**src/design/sbs_pkg.sv**
```systemverilog
package sbs_pkg;

    localparam int TABLE_DEPTH = 1024;
    localparam int ADDR_W      = $clog2(TABLE_DEPTH);
    localparam int COUNT_W     = ADDR_W + 1;
    localparam int DATA_W      = 32;
    localparam int PADDR_W     = 3;

    // Register index as decoded from paddr[2].
    localparam logic REG_ENTRIES_IN_USE = 1'b0;

    localparam logic OP_WRITE  = 1'b0;
    localparam logic OP_SEARCH = 1'b1;

    typedef struct packed {
        logic                     op;
        logic [9:0]               entry_index;
        logic signed [DATA_W-1:0] entry_value;
        logic signed [DATA_W-1:0] search_key;
    } sbs_in_t;

    typedef struct packed {
        logic       found;
        logic [9:0] found_index;
    } sbs_out_t;

    typedef enum logic [1:0] {
        ST_IDLE,
        ST_PROBE,
        ST_COMPARE
    } sbs_state_t;

    typedef struct packed {
        logic write;
        logic load;
        logic probe;
        logic step;
        logic report_hit;
        logic report_miss;
    } sbs_cmd_t;

    typedef struct packed {
        logic empty;
        logic equal;
    } sbs_status_t;

endpackage

```
**src/design/sbs_ctrl.sv**
```systemverilog
module sbs_ctrl (
    input  logic                clk,
    input  logic                rst_n,
    input  logic                start,
    input  logic                op,
    input  sbs_pkg::sbs_status_t status,
    output sbs_pkg::sbs_cmd_t    cmd,
    output logic                busy
);
    import sbs_pkg::*;

    sbs_state_t state_reg;
    sbs_state_t state_next;

    always_ff @(posedge clk or negedge rst_n)
    begin
        if (!rst_n)
        begin
            state_reg <= ST_IDLE;
        end
        else
        begin
            state_reg <= state_next;
        end
    end

    always_comb
    begin
        state_next = state_reg;
        cmd        = '0;
        busy       = 1'b1;
        unique case (state_reg)
            ST_IDLE:
            begin
                busy = 1'b0;
                if (start)
                begin
                    if (op == OP_SEARCH)
                    begin
                        cmd.load   = 1'b1;
                        state_next = ST_PROBE;
                    end
                    else
                    begin
                        cmd.write = 1'b1;
                    end
                end
            end
            ST_PROBE:
            begin
                if (status.empty)
                begin
                    cmd.report_miss = 1'b1;
                    state_next      = ST_IDLE;
                end
                else
                begin
                    cmd.probe  = 1'b1;
                    state_next = ST_COMPARE;
                end
            end
            ST_COMPARE:
            begin
                if (status.equal)
                begin
                    cmd.report_hit = 1'b1;
                    state_next     = ST_IDLE;
                end
                else
                begin
                    cmd.step   = 1'b1;
                    state_next = ST_PROBE;
                end
            end
            default:
            begin
                state_next = ST_IDLE;
            end
        endcase
    end

endmodule

```
**config.mk**
```make
export PLATFORM = sky130hd
export DESIGN_NAME = sbs_ctrl
export DESIGN_NICKNAME = d
export VERILOG_FILES = /design/src/design/sbs_pkg.sv /design/src/design/sbs_ctrl.sv
export SDC_FILE = /design/constraint.sdc
export NUM_CORES = 1
export LEC_CHECK = 0
export BUFFER_PORTS_ARGS = -buffer_cell sky130_fd_sc_hd__buf_4
export CELL_PAD_IN_SITES_DETAIL_PLACEMENT = 2
export CELL_PAD_IN_SITES_GLOBAL_PLACEMENT = 2
export CORE_AREA = 2 2 39 41
export DETAILED_ROUTE_END_ITERATION = 12
export DIE_AREA = 0 0 41 43
export GPL_TIMING_DRIVEN = 1
export PLACE_DENSITY_LB_ADDON = 0.2
export SYNTH_ARGS = -nofsm -noshare
export SYNTH_HDL_FRONTEND = slang
export SYNTH_SLANG_ARGS = --single-unit
```
**constraint.sdc**
```tcl
create_clock -name clk -period 0.95 [get_ports clk]
set_input_delay 0.1425 -clock clk [delete_from_list [all_inputs] [get_ports clk]]
set_output_delay 0.1425 -clock clk [all_outputs]
set_load 0.02 [all_outputs]
```
==> summary by stage <==
Final layout
From synthesis to final layout, the design area changed by 165%. The fraction of final layout cells sized beyond drive strength 1 is 0.781. The number of inserted diodes is 0. The post-route cell area is 358 µm². The final cell count without fillers is 48. The number of flip-flops under the largest register name is 2.

The filler cells instantiated in the layout total 156. For this run, the post-layout net count is 40.

Yosys
The largest area contributor in the netlist is sky130_fd_sc_hd__dfrtp_1. After synthesis, the most frequently instantiated cells are sky130_fd_sc_hd__and3b_1, sky130_fd_sc_hd__dfrtp_1, sky130_fd_sc_hd__nor3b_1, sky130_fd_sc_hd__nor3b_2. After synthesis, the mean cell area works out to 11.3 µm². Synthesis inferred 2 register bits.

The most common flop cell mapped by yosys is sky130_fd_sc_hd__dfrtp_1. The Yosys step of the flow raised 0 warnings. The area of the mapped netlist is 135 µm². Of the post-synthesis cell area, the dominant cell type holds 0.370. Of the synthesized area, sequential elements account for 0.370. For this run, asynchronously set or reset flops after synthesis account for 1.00. The synthesized design contains 0 enable-type register cells. The post-synthesis net count is 18. The number of library cell types mapped by synthesis is 8.

The cell count after synthesis is 12. Sorting the synthesized cells by area gives the leading types as sky130_fd_sc_hd__dfrtp_1, sky130_fd_sc_hd__nor3b_2, sky130_fd_sc_hd__and3b_1.

STA
Static timing analysis puts the maximum clock frequency at approximately 0.75 GHz. Setup repair after global routing could not meet its margin everywhere. The number of setup violations in the final report is 8. The transition time of the tightest slew-check pin is 0.187 ns. The minimum clock period after layout is 1.33 ns.

The share of the clock period used by the worst path is 1.40. The final worst-path setup slack is -0.380 ns. The max-slew violation count is 0. The tightest hold path in the finished design has a slack of 0.100 ns.

For the final database, setup skew stands at 0.00330 ns. The worst relative slew slack is 0.875. The count of final hold-check violations is 0.

Floorplanning
The number of ports placed on the die boundary is 13. The floorplan step defined a die boundary enclosing 1760 µm². The die is 41 µm wide.

For this configuration, the core starts out at a cell density of 0.0976. The total area inside the core boundary comes to about 1400 µm². The vertical die dimension is 43 µm. The floorplan has 14 rows.

Run status
The flow ran to the end, but the final reports show violations. The final reports fail on setup timing.

Drt
The number of design rule violations left after detail routing is 0. The first-iteration detailed-routing DRC count is 0. The residual antenna-violating net count after detailed routing is 0.

After detailed routing, the number of vias per cell comes to between 3 and 4. The detailed-router iteration count before antenna repair is 1. The aggregate routed wire length is 457 µm.

The routed layout has roughly 170 vias. In the final routed layout, each cell accounts on average for ~9.5 µm.

Clock tree
The number of sinks handled by clock tree synthesis is 2. The tree is rooted in a sky130_fd_sc_hd__clkbuf_4. The clock network latency to the later pin of the worst-skew pair is 0.22 ns. The number of clock buffers inserted by TritonCTS is 3. The clock slew seen by the registers of the worst setup and hold paths is 0.03 ns. The maximum count of clock buffers along a single path is 2.

The TritonCTS clock tree is built. The number of levels in the clock H-tree is 1.

Place
The total of buffers placed on input and output ports is 12. In this run the cell area measured after placement is 269 µm². Once placement completed, the tool counted placed cells totaling 42. The placer's final routability congestion estimate is around 0.55.

After legalization and detailed placement, the total HPWL measured roughly 370 µm.

Global route
Across every metal layer, demand over resource in global routing totals 0.0701. Entering global routing, the biggest net connects 6 pins. The via count of the first global-routing pass was 196. The overall overflow remaining after global route is 0.

The first global-routing pass estimated 745 µm of wire. The number of antenna violations at the first check in global routing is 0.

Hold path
The worst min-delay path category is input pin to flip-flop. Counting instances, the worst hold path has a depth of 2.

Worst setup path
The type of element capturing the critical path is an output pin. The cell depth of the worst flop-to-flop path is 4. Of all nets on the critical path, the largest fanout is 3. The nature of the critical path startpoint is a flip-flop. The required time of the worst setup path is between 0.8 and 0.9 ns. By startpoint and endpoint, the worst setup path is classified as flip-flop to output pin. The arrival time at the worst endpoint is 1.19 ns.

Power and ir drop
The leakage dissipation is 0.176 nW. Overall power consumption after layout is estimated at approximately 0.00045 W. For this design the ratio of total power to cell area is 1260 nW/µm². Across the VDD grid, the largest voltage drop is between 0.3 and 0.4 mV.

Job
Max-cap violations in this run came to 0.
-- cell families (layout without fill, tap and decap cells) --
logic type,count (synthesis),after routing,synth area share
and+or+nand+nor,9,9,0.546
buffers and inverters,0,20,0
AOI/OAI and AO/OA,1,1,0.0833
DFF,2,2,0.370
-- what timing repair did --
item | in CTS | in global routing
hold buffers | 1 | 0
endpoints found under the setup margin | 8 | 8
pin swaps | 3 | 1
setup buffers | 1 | 1
hold endpoints to repair | 2 | 0
gates resized for setup | 8 | 1
-- worst max-delay path, stage by stage (launching register included) --
cell                      delay, ns
sky130_fd_sc_hd__dfrtp_1       0.37
sky130_fd_sc_hd__or2_4         0.28
sky130_fd_sc_hd__nor3b_4       0.18
sky130_fd_sc_hd__buf_6         0.14
-- worst paths after layout --
kind                               from           end  slack, ns
hold reg to reg            state_reg[1]  state_reg[1]       0.56
max in group asynchronous         rst_n  state_reg[0]       0.63
min in group asynchronous         rst_n  state_reg[1]       0.23
setup reg to reg           state_reg[1]  state_reg[0]      -0.10
hold / removal                status[1]  state_reg[1]       0.10
setup / recovery           state_reg[0]        cmd[5]      -0.38
-- report_power, final --
| group | switching [W] | internal [W] | leakage, nW | total, W |
|---|---|---|---|---|
| clock network | 0.0000481 | 0.000139 | 0.0138 | 0.000187 |
| registers | 0.00000384 | 0.0000921 | 0.0267 | 0.0000959 |
| logic | 0.0000732 | 0.0000935 | 0.136 | 0.000167 |
-- routing by layer --
layer / up-vias / part of all wire / track usage
li1: 83 / - / -
met1: 78 / 0.33 / 0.0607
met2: 8 / 0.57 / 0.0938
met3: 0 / 0.096 / 0.0314
met4: 0 / 0 / 0.100
met5: - / 0 / 0
-- cell usage in the layout, fill, tap and decap left out --
cell type                       count
sky130_fd_sc_hd__nor2_2             1
sky130_fd_sc_hd__nand2_1            1
sky130_fd_sc_hd__buf_4             10
sky130_fd_sc_hd__nor3b_4            2
sky130_fd_sc_hd__o21bai_4           1
sky130_fd_sc_hd__and3b_1            2
sky130_fd_sc_hd__clkbuf_4           3
sky130_fd_sc_hd__nor3b_2            1
sky130_fd_sc_hd__buf_6              6
sky130_fd_sc_hd__dfrtp_1            2
sky130_fd_sc_hd__nor3b_1            1
sky130_fd_sc_hd__dlygate4sd3_1      1
sky130_fd_sc_hd__or2_4              1
-- final cells by class --
cell class,count,area (µm²),area share
Clock buffer,3,22.5,0.0629
Tap cell,16,20.0,0.0559
Timing Repair Buffer,17,153,0.427
Multi-Input combinational cell,10,113,0.315
Sequential cell,2,50.0,0.140
-- stage by stage --
stage | TNS [ns] | util | worst slack, ns
floorplan | -0.516 | - | -0.177
global placement | -0.389 | 0.194 | -0.137
detailed placement | -0.494 | 0.194 | -0.156
CTS | -2.27 | 0.250 | -0.395
global route | -2.68 | 0.259 | -0.453
finish | -2.21 | 0.259 | -0.380
Note: power is estimated with default switching activity, not from simulation.
